==> config.mk <==
export PLATFORM = sky130hd
export DESIGN_NAME = packed_bit_width_repacker
export DESIGN_NICKNAME = d
export VERILOG_FILES = /design/src/rtl/pbwr_pkg.sv /design/src/rtl/pbwr_regs.sv /design/src/rtl/pbwr_step.sv /design/src/rtl/packed_bit_width_repacker.sv
export SDC_FILE = /design/constraint.sdc
export NUM_CORES = 1
export LEC_CHECK = 0
export BUFFER_PORTS_ARGS = -buffer_cell sky130_fd_sc_hd__buf_4
export CAP_MARGIN = 20
export CORE_MARGIN = 4
export CORE_UTILIZATION = 56
export DETAILED_ROUTE_END_ITERATION = 10
export PLACE_DENSITY = 0.82
export SYNTH_ARGS = -nofsm -noshare
export SYNTH_HDL_FRONTEND = slang
export SYNTH_HIERARCHICAL = 1
export SYNTH_SLANG_ARGS = --single-unit
export TNS_END_PERCENT = 20
==> constraint.sdc <==
create_clock -name clk -period 17.3 [get_ports clk]
set_input_delay 1.73 -clock clk [delete_from_list [all_inputs] [get_ports clk]]
set_output_delay 1.73 -clock clk [all_outputs]
set_load 0.01 [all_outputs]
==> src/rtl/pbwr_pkg.sv <==
`default_nettype none

package pbwr_pkg;

	// Field and register widths
	localparam int BYTE_BITS      = 8;
	localparam int WIDTH_BITS     = 6;
	localparam int NUM_BITS       = 20;
	localparam int MAX_VALUE_BITS = 32;
	localparam int ADDR_BITS      = 4;
	localparam int DATA_BITS      = 32;

	// Register indexes (byte address / 4)
	localparam logic [1:0] REG_IN_BITS    = 2'd0;
	localparam logic [1:0] REG_OUT_BITS   = 2'd1;
	localparam logic [1:0] REG_NUM_VALUES = 2'd2;

	localparam logic [WIDTH_BITS-1:0] RST_IN_BITS    = 6'd8;
	localparam logic [WIDTH_BITS-1:0] RST_OUT_BITS   = 6'd8;
	localparam logic [NUM_BITS-1:0]   RST_NUM_VALUES = 20'd1;

	typedef logic [WIDTH_BITS-1:0] width_t;
	typedef logic [WIDTH_BITS:0]   wsum_t;
	// bit position or bit count within a byte, 0..8
	typedef logic [3:0]            pos_t;

	localparam pos_t POS_END = 4'd8;

	typedef struct packed {
		width_t                in_bits;
		width_t                out_bits;
		logic [NUM_BITS-1:0]   num_values;
	} cfg_t;

	typedef struct packed {
		logic [BYTE_BITS-1:0] data;   // input byte being worked on
		pos_t                 bpos;   // next input bit; POS_END = byte used up
		logic                 pend;   // value's input bits all seen, padding/close pending
		width_t               ivb;    // input bits of current value consumed
		width_t               ovb;    // output bits of current value placed
		logic [BYTE_BITS-1:0] acc;    // output byte being assembled
		pos_t                 fill;   // bits held in acc, 0..8
	} state_t;

	typedef struct packed {
		logic                 active;
		logic                 emit;
		logic [BYTE_BITS-1:0] emit_byte;
		logic                 emit_last;
	} event_t;

	// 0 acts as 1, anything above the maximum as the maximum
	function automatic width_t eff_width(input width_t w);
		if (w == '0)
			return width_t'(1);
		if (w > width_t'(MAX_VALUE_BITS))
			return width_t'(MAX_VALUE_BITS);
		return w;
	endfunction

	function automatic pos_t min_pos(input pos_t a, input pos_t b);
		return (a < b) ? a : b;
	endfunction

endpackage

`default_nettype wire

==> src/rtl/pbwr_regs.sv <==
`default_nettype none

module pbwr_regs (
	input  logic                             clk,
	input  logic                             arst_n,
	input  logic                             psel,
	input  logic                             penable,
	input  logic                             pwrite,
	input  logic [pbwr_pkg::ADDR_BITS-1:0]   paddr,
	input  logic [pbwr_pkg::DATA_BITS-1:0]   pwdata,
	output logic [pbwr_pkg::DATA_BITS-1:0]   prdata,
	output logic                             pready,
	output pbwr_pkg::cfg_t                   cfg
);

	logic [1:0]      idx;
	logic            wr_en;
	pbwr_pkg::cfg_t  cfg_q;

	assign idx    = paddr[pbwr_pkg::ADDR_BITS-1:2];
	assign wr_en  = psel && penable && pwrite;
	assign pready = 1'b1;
	assign cfg    = cfg_q;

	always_ff @(posedge clk or negedge arst_n) begin
		if (!arst_n) begin
			cfg_q.in_bits    <= pbwr_pkg::RST_IN_BITS;
			cfg_q.out_bits   <= pbwr_pkg::RST_OUT_BITS;
			cfg_q.num_values <= pbwr_pkg::RST_NUM_VALUES;
		end else if (wr_en) begin
			unique case (idx)
				pbwr_pkg::REG_IN_BITS: begin
					cfg_q.in_bits <= pwdata[pbwr_pkg::WIDTH_BITS-1:0];
				end
				pbwr_pkg::REG_OUT_BITS: begin
					cfg_q.out_bits <= pwdata[pbwr_pkg::WIDTH_BITS-1:0];
				end
				pbwr_pkg::REG_NUM_VALUES: begin
					cfg_q.num_values <= pwdata[pbwr_pkg::NUM_BITS-1:0];
				end
				default: begin
				end
			endcase
		end
	end

	always_comb begin
		unique case (idx)
			pbwr_pkg::REG_IN_BITS:    prdata = pbwr_pkg::DATA_BITS'(cfg_q.in_bits);
			pbwr_pkg::REG_OUT_BITS:   prdata = pbwr_pkg::DATA_BITS'(cfg_q.out_bits);
			pbwr_pkg::REG_NUM_VALUES: prdata = pbwr_pkg::DATA_BITS'(cfg_q.num_values);
			default:                  prdata = '0;
		endcase
	end

endmodule

`default_nettype wire

==> src/rtl/pbwr_step.sv <==
`default_nettype none

// One engine step: moves a run of up to eight bits (copy, drop or zero pad)
// into the output byte, flushes a full byte first, and closes values and
// tensors. At most one output byte per step.
module pbwr_step #(
	parameter int COUNT_BITS = 20
) (
	input  pbwr_pkg::cfg_t          cfg,
	input  pbwr_pkg::state_t        cur,
	input  logic [COUNT_BITS-1:0]   vd,
	output pbwr_pkg::state_t        nxt,
	output logic [COUNT_BITS-1:0]   vd_next,
	output pbwr_pkg::event_t        ev
);

	localparam int CW = (COUNT_BITS > pbwr_pkg::NUM_BITS) ? COUNT_BITS : pbwr_pkg::NUM_BITS;
	localparam logic [CW-1:0] CNT_MASK = {CW{1'b1}} >> (CW - COUNT_BITS);

	pbwr_pkg::width_t  ib, ob, need_in, out_left;
	pbwr_pkg::pos_t    avail, room, k_in, cap, pk, consumed, fill_base, fill_n, bpos_n;
	pbwr_pkg::wsum_t   ivb_sum, ovb_sum;
	logic [pbwr_pkg::BYTE_BITS-1:0] acc_base, src, mask, placed, acc_n;
	logic              active, placing, flush, done_in, ob_full;
	logic              value_end, t_end, defer;
	logic [COUNT_BITS-1:0] vd_inc;
	logic [CW-1:0]     nv_m, nv_eff;

	assign ib = pbwr_pkg::eff_width(cfg.in_bits);
	assign ob = pbwr_pkg::eff_width(cfg.out_bits);

	assign active  = cur.pend || (cur.bpos != pbwr_pkg::POS_END);
	assign placing = cur.ovb < ob;
	// a held full byte goes out only when another bit is to be placed
	assign flush   = active && placing && (cur.fill == pbwr_pkg::POS_END);

	assign fill_base = flush ? '0 : cur.fill;
	assign acc_base  = flush ? '0 : cur.acc;
	assign room      = pbwr_pkg::POS_END - fill_base;

	// at least one input bit per value even if the width shrank below the count
	assign need_in  = (cur.ivb < ib) ? (ib - cur.ivb) : pbwr_pkg::width_t'(1);
	assign avail    = pbwr_pkg::POS_END - cur.bpos;
	assign k_in     = (need_in < pbwr_pkg::width_t'(avail)) ? need_in[3:0] : avail;
	assign out_left = ob - cur.ovb;

	assign cap      = cur.pend ? room : pbwr_pkg::min_pos(k_in, room);
	assign pk       = !placing ? '0 :
	                  (out_left < pbwr_pkg::width_t'(cap)) ? out_left[3:0] : cap;
	assign consumed = cur.pend ? '0 : (placing ? pk : k_in);

	assign src    = cur.pend ? '0 : (cur.data >> cur.bpos);
	assign mask   = ~(8'hFF << pk);
	assign placed = (src & mask) << fill_base;
	assign acc_n  = acc_base | placed;
	assign fill_n = fill_base + pk;
	assign bpos_n = cur.bpos + consumed;

	assign ivb_sum = pbwr_pkg::wsum_t'(cur.ivb) + pbwr_pkg::wsum_t'(consumed);
	assign ovb_sum = pbwr_pkg::wsum_t'(cur.ovb) + pbwr_pkg::wsum_t'(pk);
	assign done_in = cur.pend || (ivb_sum >= pbwr_pkg::wsum_t'(ib));
	assign ob_full = ovb_sum >= pbwr_pkg::wsum_t'(ob);

	assign value_end = active && done_in && ob_full;
	assign vd_inc    = vd + COUNT_BITS'(1);
	assign nv_m      = CW'(cfg.num_values) & CNT_MASK;
	assign nv_eff    = (nv_m == '0) ? CW'(1) : nv_m;
	assign t_end     = value_end && (CW'(vd_inc) >= nv_eff);
	// flush and closing byte cannot share a step: close on the next one
	assign defer     = t_end && flush;

	always_comb begin
		nxt       = cur;
		vd_next   = vd;
		ev        = '0;
		ev.active = active;
		if (active) begin
			nxt.acc  = acc_n;
			nxt.fill = fill_n;
			nxt.bpos = bpos_n;
			nxt.ivb  = ivb_sum[pbwr_pkg::WIDTH_BITS-1:0];
			nxt.ovb  = ovb_sum[pbwr_pkg::WIDTH_BITS-1:0];
			nxt.pend = done_in;
			if (value_end && !defer) begin
				nxt.ivb  = '0;
				nxt.ovb  = '0;
				nxt.pend = 1'b0;
				if (t_end) begin
					nxt.acc  = '0;
					nxt.fill = '0;
					nxt.bpos = pbwr_pkg::POS_END;  // rest of the byte is dropped
					vd_next  = '0;
				end else begin
					vd_next  = vd_inc;
				end
			end
			ev.emit      = flush || (t_end && !defer);
			ev.emit_byte = flush ? cur.acc : acc_n;
			ev.emit_last = !flush;
		end
	end

endmodule

`default_nettype wire

==> src/rtl/packed_bit_width_repacker.sv <==
`default_nettype none

// Channel   Dir  Handshake                   Payload
// config    in   psel/penable/pwrite, pready paddr, pwdata, prdata (APB, regs at 0x0/0x4/0x8)
// input     in   in_valid / in_stall         in_byte
// output    out  out_valid / out_stall       out_byte, last
//
// A transfer happens on a rising edge with valid high and stall low.
// An input byte is taken into the working register and drained there by one
// engine step per cycle unless a stalled output holds the engine; each step
// moves a run of bits (copy, drop or pad) and can hand one byte to the output
// register. A step ends at a value boundary, at the end of a pad run, at the
// end of the input byte or when the output byte fills. Closing a tensor in
// the step that flushes a full byte is put off to a step of its own. The next
// byte is taken in the cycle the current one finishes.
// Reset clears the engine and the registers to in_bits=8, out_bits=8,
// num_values=1. A stalled output holds the engine only when a step has a
// byte to hand over.
module packed_bit_width_repacker #(
	parameter int COUNT_BITS = 20
) (
	input  logic                             clk,
	input  logic                             arst_n,
	input  logic                             psel,
	input  logic                             penable,
	input  logic                             pwrite,
	input  logic [pbwr_pkg::ADDR_BITS-1:0]   paddr,
	input  logic [pbwr_pkg::DATA_BITS-1:0]   pwdata,
	output logic [pbwr_pkg::DATA_BITS-1:0]   prdata,
	output logic                             pready,
	input  logic                             in_valid,
	output logic                             in_stall,
	input  logic [pbwr_pkg::BYTE_BITS-1:0]   in_byte,
	output logic                             out_valid,
	input  logic                             out_stall,
	output logic [pbwr_pkg::BYTE_BITS-1:0]   out_byte,
	output logic                             last
);

	pbwr_pkg::cfg_t    cfg;
	pbwr_pkg::state_t  st_q, st_next, st_load;
	pbwr_pkg::event_t  ev;
	logic [COUNT_BITS-1:0] vd_q, vd_next;
	logic              out_valid_q, last_q;
	logic [pbwr_pkg::BYTE_BITS-1:0] out_byte_q;
	logic              out_free, step_en, in_take;

	pbwr_regs u_regs (
		.clk     (clk),
		.arst_n  (arst_n),
		.psel    (psel),
		.penable (penable),
		.pwrite  (pwrite),
		.paddr   (paddr),
		.pwdata  (pwdata),
		.prdata  (prdata),
		.pready  (pready),
		.cfg     (cfg)
	);

	pbwr_step #(
		.COUNT_BITS (COUNT_BITS)
	) u_step (
		.cfg     (cfg),
		.cur     (st_q),
		.vd      (vd_q),
		.nxt     (st_next),
		.vd_next (vd_next),
		.ev      (ev)
	);

	// output slot is free if empty or being taken this cycle
	assign out_free = !out_valid_q || !out_stall;
	assign step_en  = !ev.emit || out_free;

	// take a new byte once the engine is empty or empties on this step
	assign in_stall = ev.active &&
	                  !(step_en && (st_next.bpos == pbwr_pkg::POS_END) && !st_next.pend);
	assign in_take  = in_valid && !in_stall;

	// a new byte lands in the working register in place of the used-up one
	always_comb begin
		st_load = st_next;
		if (in_take) begin
			st_load.data = in_byte;
			st_load.bpos = '0;
		end
	end

	always_ff @(posedge clk or negedge arst_n) begin
		if (!arst_n) begin
			st_q.data <= '0;
			st_q.bpos <= pbwr_pkg::POS_END;
			st_q.pend <= 1'b0;
			st_q.ivb  <= '0;
			st_q.ovb  <= '0;
			st_q.acc  <= '0;
			st_q.fill <= '0;
			vd_q      <= '0;
		end else if (step_en) begin
			st_q <= st_load;
			vd_q <= vd_next;
		end
	end

	// output register
	always_ff @(posedge clk or negedge arst_n) begin
		if (!arst_n) begin
			out_valid_q <= 1'b0;
		end else if (out_free) begin
			out_valid_q <= ev.emit;
		end
	end

	always_ff @(posedge clk) begin
		if (out_free && ev.emit) begin
			out_byte_q <= ev.emit_byte;
			last_q     <= ev.emit_last;
		end
	end

	assign out_valid = out_valid_q;
	assign out_byte  = out_byte_q;
	assign last      = last_q;

	// engine bookkeeping
	assert property (@(posedge clk) disable iff (!arst_n)
		st_q.fill <= pbwr_pkg::POS_END && st_q.bpos <= pbwr_pkg::POS_END)
		else $error("engine fill or bit position out of range");

	assert property (@(posedge clk) disable iff (!arst_n)
		in_valid && !in_stall |=> !st_q.pend && st_q.bpos == '0)
		else $error("byte taken while the previous one was still in work");

	assert property (@(posedge clk) disable iff (!arst_n)
		out_free && ev.emit && ev.emit_last |=> st_q.fill == '0 && vd_q == '0)
		else $error("tensor close left state behind");

	assert property (@(posedge clk) disable iff (!arst_n)
		out_valid_q && out_stall && ev.emit |=> st_q == $past(st_q))
		else $error("engine moved while its byte could not be handed over");

endmodule

`default_nettype wire

* Word-level counts from Yosys, hierarchy flattened *
Index checks and enable logic that the tools add are counted.

storage, ports and cells
  flip-flop bits (word level) = 99
  latch bits = 0
  memory bits (writable) = 0
  bits in read-only memories = 0
  input bits = 51
  word-level logic and storage cells = 117
  memories kept = 0

operators by class
  add/subtract/negate cells = 9
  multiply operators = 0
  div/mod/pow operators = 0
  $lt $le $gt $ge = 10
  eq/ne operators = 5
  shift operators = 3
  mux-type cells = 35
  bitwise logic cells = 3
  reductions and logical operators = 38

operators by type and width
  cell                   count
  $pmux 20 s3            1
  $mux 29                2
  $mux 6                 9
  $mux 20                2
  $mux 4                 10
  $mux 8                 3
  $add 20x1->20 const B  1
  $ge 20x20->1           1
  $logic_not 20->1       1
  $logic_and 1x1->1      15
  $add 6x4->7            2
  $ge 7x6->1             2
  $gt 6x6->1 const B     2
  $logic_not 6->1        2
  $lt 6x4->1             2
  $lt 6x6->1             2
  $mux 12                1
  $sub 6x6->6            2
  $mux 10                1
  $reduce_and 2->1       5
  $add 4x4->4            2
  $and 8x8->8            1
  $eq 4x4->1 const B     2
  $logic_not 1->1        8
  14 further kinds       24

* Longest topological paths before layout *
Gate-level depths: netlist (run 1).

  word-level depth = 38
  mapped depth = 58
  mapped depth without buffers = 56

* Modules after synthesis *
Netlist (run 1), hierarchy kept.

modules (own cells, without submodules)
  module                     times used  cells each  area an instance (µm²)  sequential area each (µm²)
  pbwr_step                  1           707         4803.4                  0.0
  packed_bit_width_repacker  1           262         2566.2                  1722.9
  pbwr_regs                  1           123         1575.3                  804.5

* Least setup slack after synthesis (run 1) *
OpenSTA, ideal clock, no wires.

  path type = reg-to-output
  from = register u_regs.cfg_q, in the netlist u_regs/cfg[27]
  to = output port in_stall
  arrival time = 10343 ps
  required time = 15570 ps
  slack = 5227 ps
  cell stages (with the launch flop) = 55
  buffers on the path = 2
  path through = dfrtp_1 nor4_1 o21ai_0 ha_1 fa_1 inv_1 nand2_1 o31ai_2 nand2_1 nor2_1 ha_1 a2111oi_0 o21ai_0 o211ai_1 o311ai_0 a31oi_1 inv_1 ha_1 (+19 left out) ha_1 a21o_1 a21oi_1 nor2b_1 o21ai_0 xnor2_1 ha_1 a211o_1 a31oi_1 o21ai_0 nand2_1 a21o_1 nor2_1 a21oi_1 inv_1 nand3_1 clkbuf_1 a21boi_0

RTL lines
  what         line                             RTL
  from (decl)  pbwr_regs.sv:18                  pbwr_pkg::cfg_t cfg_q;
  to (decl)    packed_bit_width_repacker.sv:32  output logic in_stall,

==> metrics.cfg, run 1 <==
[outcome]
outcome=complete, but fails checks
violations=DRC

[cells_and_area]
nFillCells=1376
register_area_um2=2530
fin_util_pct=63.4
multi_input_area_um2=5820
syn2layout_area_growth_pct=9.32
drive_above_1_share_pct=13.9
antenna_cells=0
num-nets-final=1253

[synth]
yosysUniqueCellTypes=88
ys_ff_latch=99
synth_flop_cell=dfrtp_1
synthTopCellsByArea=dfrtp_1 24%, ha_1 9.9%, nand2_1 8.7%
synthArstFlopShare_pct=90.9
seq_area_frac_synth_pct=28.3
synth_top_cell_by_area=dfrtp_1
syn_avg_cell_area_um2=8.19
yosys.area.top_type_share_pct=24.1
synthesis.area_um2=8940
synth_edf_count=9
synthCells=1092
yosysWarnings=6

[critical_path]
cp_common_cell=ha_1
reg2reg_from=u_regs/cfg[28]$_DFFE_PN0P_
max_stage_delay_ns=0.66
start_kind=flop
cp_max_fo=66
cp_slowest_cell=a21oi_1
critical_path_class=reg2out
cp.required_ns=15.57
regToRegSetupSlack_ns=4.49
worstSetupEndpointType=output port
reg2reg_depth=54
reg2reg_to=st_q[25]$_DFFE_PN0N_
arrival_ns=13.31

[cts]
cts.sinks=99
htreeDepth=3
root_buffer=clkbuf_16
post_cts_resized=0
path_clk_slew_ns=0.07
clk_path_buf_depth=2
cts_setup_buffers=0
clkLatencyLatePin_ns=0.36
cts_tree=yes
postCtsHoldBufs=0
cts_buffers=9

[die]
io_pins=95
die_h_um=134
core_um2=15400
core.rowCount=45
initial_core_util_pct=58.0
die-width_um=134
dieArea_um2=18100

[sta]
period_share_pct=87.0
worst_pin_slew_ns=1.09
rsz0062_at_grt=no
setup_viol=0
slew_headroom_pct=27.4
holdWs_ns=0.486
setup_tns_ns=0
hold_viol=0
timing.final.crit_period_ns=15.04
clock_skew_ns=0.0148
slew_viol_final=0
max_freq_mhz=66.5

[global_routing]
grt_max_degree=67
use_met3_pct=4.43
grt_pass1_vias=7628
grt_usage_pct=25.2
grt_overflow=0
top_usage_layer=met2
met2_usage_pct=42.7
antenna_found_initial=0
use_met1_pct=32.3
grt_pass1_wl_mm=37.4

[drt]
drcViolationCount=2
wl_per_cell_um=16.9
wl_mm=22.7
first_iter_violations=627
vias=7928
vias_per_cell=5.91
ant_nets=0
firstDrtPassIters=8

[placement]
numPortBuffers=67
gp_congestion=0.939
dp_hpwl_mm=16.7

[worst_hold_path]
holdPathStages=2
whs_endpoint=vd_q[9]$_DFFE_PN0N_
min_path_type=reg2reg
hold_path.startpoint=vd_q[9]$_DFFE_PN0N_

[flow_run]
maxCapViolCount=0

-- critical path: cells and delay by family (launching register included) --
family,cells,cell delay [ns]
simple gates,13,2.55
fa+ha+maj,7,2.03
buf+inv,6,1.40
xor+xnor,1,0.17
compound gates,27,6.31
flops,1,0.43
-- layer usage --
layer,share of wire (%),routed length (um)
met5,0,0
met4,2.7,617
met3,4.8,1100
met2,49,11100
met1,44,9930
-- synthesized netlist by cell type (all sizes together), types with 24 or more instances --
library cell / instances
a21oi: 65
and2: 24
buf: 35
clkbuf: 29
dfrtp: 86
ha: 71
inv: 76
mux2: 35
nand2: 208
nand3: 32
nor2: 52
o21ai: 62
xnor2: 30
-- cell type report --
cell class                 instances  share of cell area (%)
multi-input combinational        862                    59.5
inverter                          78                    2.99
clock buffer                      12                    2.64
tap                              211                    2.70
timing repair buffer              75                    5.76
sequential                        99                    25.8
clock inverter                     4                   0.550
-- kinds of logic (layout without fill, tap and decap cells) --
| group | after synthesis | after routing | synth area share [%] |
|---|---|---|---|
| compound gates | 267 | 267 | 20.6 |
| flops | 99 | 99 | 28.3 |
| buf+inv | 142 | 169 | 7.27 |
| simple gates | 408 | 408 | 21.2 |
| fa+ha+maj | 78 | 78 | 11.4 |
| other cells | 2 | 13 | 0.0840 |
| xor+xnor | 40 | 40 | 4.08 |
| mux | 56 | 56 | 7.05 |
-- state kept, by name (all words and copies together) (netlist names) --
signal	cells
last	1
out_byte	8
out_valid	1
st_q	37
u_regs/cfg	32
vd_q	20
-- cell usage in the layout (no fill, tap or decap), drive strengths merged, types with 6 or more instances in the layout --
cell	synthesis	final
conb	2	13
mux2i	21	21
o21a	15	15
a211oi	6	6
nand4	10	10
nand3	32	32
a21oi	65	65
nor2b	14	14
and2	24	24
o31a	6	6
mux2	35	35
inv	76	78
nor2	52	52
nor4	9	9
buf	35	75
nand2	208	208
a22o	21	21
a32o	6	6
a21o	21	21
xor2	10	10
edfxtp	9	9
a21boi	6	6
a31oi	12	12
fa	6	6
o31ai	8	8
nor3	16	16
dfrtp	86	86
and3	8	8
o211ai	8	8
o21ai	62	62
ha	71	71
nand2b	16	16
clkbuf	29	12
xnor2	30	30
-- per-stage QoR --
| stage | std cells | setup WS [ns] | cell area (um2) |
|---|---|---|---|
| 2_1_floorplan | 1103 | 5.23 | 8990 |
| 6_report | 1341 | 2.26 | 9780 |
| 3_3_place_gp | 1325 | 3.07 | 9470 |
| 3_5_place_dp | 1325 | 2.91 | 9470 |
| 4_1_cts | 1341 | 2.41 | 9780 |
| 5_1_grt | 1341 | 1.07 | 9780 |
-- worst max-delay path by stage --
stage,start,depth (start not counted),to
global route,u_regs/cfg[27]$_DFFE_PN0P_,54,in_stall
finish,u_regs/cfg[28]$_DFFE_PN0P_,54,in_stall
global placement,u_regs/cfg[28]$_DFFE_PN0P_,54,in_stall
CTS,u_regs/cfg[28]$_DFFE_PN0P_,54,in_stall
detailed placement,u_regs/cfg[27]$_DFFE_PN0P_,54,in_stall
floorplan,u_regs/cfg[27]$_DFFE_PN0P_,54,in_stall
Power of run 1 is not shown: default switching activity piles up to over one toggle a cycle in this logic, so the estimate is an artifact.
==> run 2, diff against run 1 <==
Settings changed: CORE_UTILIZATION 56 to 47, PLACE_DENSITY 0.82 to 0.72, SYNTH_HIERARCHICAL 1 to default.
==> metrics.cfg, run 2 <==
[synth]
yosysUniqueCellTypes=77
synth_common_cells=107 x nand2_1, 99 x inv_1, 86 x dfrtp_1
yosys.area.top_type_share_pct=27.2
synthArstFlopShare_pct=90.9
ys_ff_latch=99
seq_area_frac_synth_pct=32.0
synth_top_cell_by_area=dfrtp_1
synthAdderAreaFrac_pct=12.9
synthCells=912
synth_edf_count=9
synthMuxAreaShare_pct=6.05
syn_avg_cell_area_um2=8.66
yosysWarnings=0
yosysMostFrequentCell=nand2_1
yosys.area_share.simple_pct=17.3
synthTopCellsByArea=dfrtp_1 27%, ha_1 11%, nand2_1 5.1%
synthesis.area_um2=7900
synth_flop_cell=dfrtp_1
synth_compound_area_share_pct=19.8
synth_xor_area_share_pct=4.43
synth_top_family_by_area=compound AO/OA/AOI/OAI gates

[critical_path]
worstSetupStartpoint=u_regs.cfg[29]$_DFFE_PN1P_
worstSetupEndpointType=output port
arrival_ns=11.47
max_stage_delay_ns=0.56
cp_num_cells=52
path_buf_inv=9
cp_common_cell=inv_1
regToRegSetupSlack_ns=5.24
reg2reg_depth=51
cp_slowest_cell=dfstp_2
start_kind=flop
reg2reg_from=u_regs.cfg[29]$_DFFE_PN1P_
cp.required_ns=15.57
critical_path_class=reg2out
cp_max_fo=25
cp_top_family=compound AO/OA/AOI/OAI gates
reg2reg_to=st_q[10]$_DFFE_PN0P_
crit_path_end=in_stall

[die]
initial_core_util_pct=47.8
io_pins=95
core_um2=16500
dieArea_um2=19000
die-width_um=138
die_h_um=138
core.rowCount=47

[cells_and_area]
final_common_cell=nand2_1
num-nets-final=1094
drive_above_1_share_pct=14.1
finalNonFillerCells=1190
nFillCells=1508
largest_reg_flops=37
regMostFlops=st_q
fin_area_um2=8890
antenna_cells=0
syn2layout_area_growth_pct=12.5
register_area_um2=2530
layout_common_cells=107 x nand2_1, 99 x inv_1, 86 x dfrtp_1
multi_input_area_um2=4840
fin_util_pct=53.8

[cts]
clk_path_buf_depth=2
post_cts_resized=0
root_buffer=clkbuf_16
clkLatencyLatePin_ns=0.35
postCtsHoldBufs=0
htreeDepth=3
path_clk_slew_ns=0.07
cts_tree=yes
cts_buffers=9
cts_setup_buffers=0
cts.sinks=99

[drt]
wl_per_cell_um=15.8
first_iter_violations=441
ant_nets=0
vias=6571
firstDrtPassIters=4
wl_mm=18.9
drcViolationCount=0
vias_per_cell=5.52

[placement]
numPortBuffers=67
placed_cell_area_um2=8560
placed_cells=1173
gp_congestion=0.920
dp_hpwl_mm=14.8

[global_routing]
grt_pass1_vias=6446
antenna_found_initial=0
grt_overflow=0
grt_max_degree=49
grt_usage_pct=20.9
grt_pass1_wl_mm=31.4

[outcome]
outcome=complete, no violations

[sta]
rsz0062_at_grt=no
period_share_pct=76.3
worst_pin_slew_ns=1.18
hold_viol=0
slew_viol_final=0
slew_headroom_pct=20.6
timing.final.crit_period_ns=13.20
max_freq_mhz=75.7
setup_viol=0
setup_tns_ns=0
clock_skew_ns=0.0115

[worst_hold_path]
min_path_type=reg2reg

[flow_run]
maxCapViolCount=0

## run 2: changes by cell type after synthesis, sizes merged, moves of 7 or more
| cell | before | now |
|---|---|---|
| a21oi | 65 | 32 |
| a22o | 21 | 5 |
| buf | 35 | 18 |
| inv | 76 | 99 |
| mux2 | 35 | 23 |
| mux2i | 21 | 14 |
| nand2 | 208 | 107 |
| nand3 | 32 | 24 |
| o211ai | 8 | 15 |
| o21a | 15 | 5 |
| o21ai | 62 | 79 |
| o31ai | 8 | 24 |
## run 2: how the worst min path moves through the flow
stage / from / end / slack, ns / cells after the start
finish: st_q[17]$_DFFE_PN0P_ / st_q[17]$_DFFE_PN0P_ / 0.50 / 2
floorplan: st_q[10]$_DFFE_PN0P_ / st_q[10]$_DFFE_PN0P_ / 0.46 / 2
detailed placement: st_q[10]$_DFFE_PN0P_ / st_q[10]$_DFFE_PN0P_ / 0.49 / 2
global placement: st_q[7]$_DFFE_PN0P_ / st_q[7]$_DFFE_PN0P_ / 0.48 / 1
CTS: st_q[17]$_DFFE_PN0P_ / st_q[17]$_DFFE_PN0P_ / 0.51 / 2
global route: st_q[7]$_DFFE_PN0P_ / st_q[7]$_DFFE_PN0P_ / 0.53 / 1
## run 2: tightest hold or removal path: stages, from the launching register on
cell and delay [ns]:
dfrtp_1 0.36, nand2_1 0.05, o31ai_1 0.06
## run 2: routing by layer
| layer | track usage [%] | share of wire, % |
|---|---|---|
| met4 | 9.53 | 3.8 |
| met3 | 3.51 | 4.0 |
| met2 | 34.3 | 48 |
| met5 | 0 | 0 |
| met1 | 26.9 | 44 |
## run 2: cells by family (layout without fill, tap and decap cells)
kind of cell	after synthesis	in the layout
AO/OA/AOI/OAI	232	232
XOR/XNOR	40	40
adder cells (fa/ha/maj)	78	78
buffers and inverters	143	190
flip-flops	99	99
multiplexers	39	39
other	2	13
AND/OR/NAND/NOR	279	279
## run 2: area by class of cell
| type | count | share of cell area (%) |
|---|---|---|
| repair buffers | 74 | 6.25 |
| flip-flops and latches | 99 | 28.4 |
| clock inverters | 3 | 0.507 |
| inverters | 100 | 4.22 |
| clock buffers | 13 | 3.04 |
| multi-input cells | 681 | 54.4 |
| well taps | 220 | 3.10 |
## run 2: through the flow
step	setup slack, ns	hold WS (ns)
final	4.10	0.504
after global routing	3.37	0.534
after CTS	4.17	0.507
after detailed placement	4.59	0.491
after global placement	4.76	0.480
after floorplan	6.33	0.456
Power of run 2 is left out for the same reason.
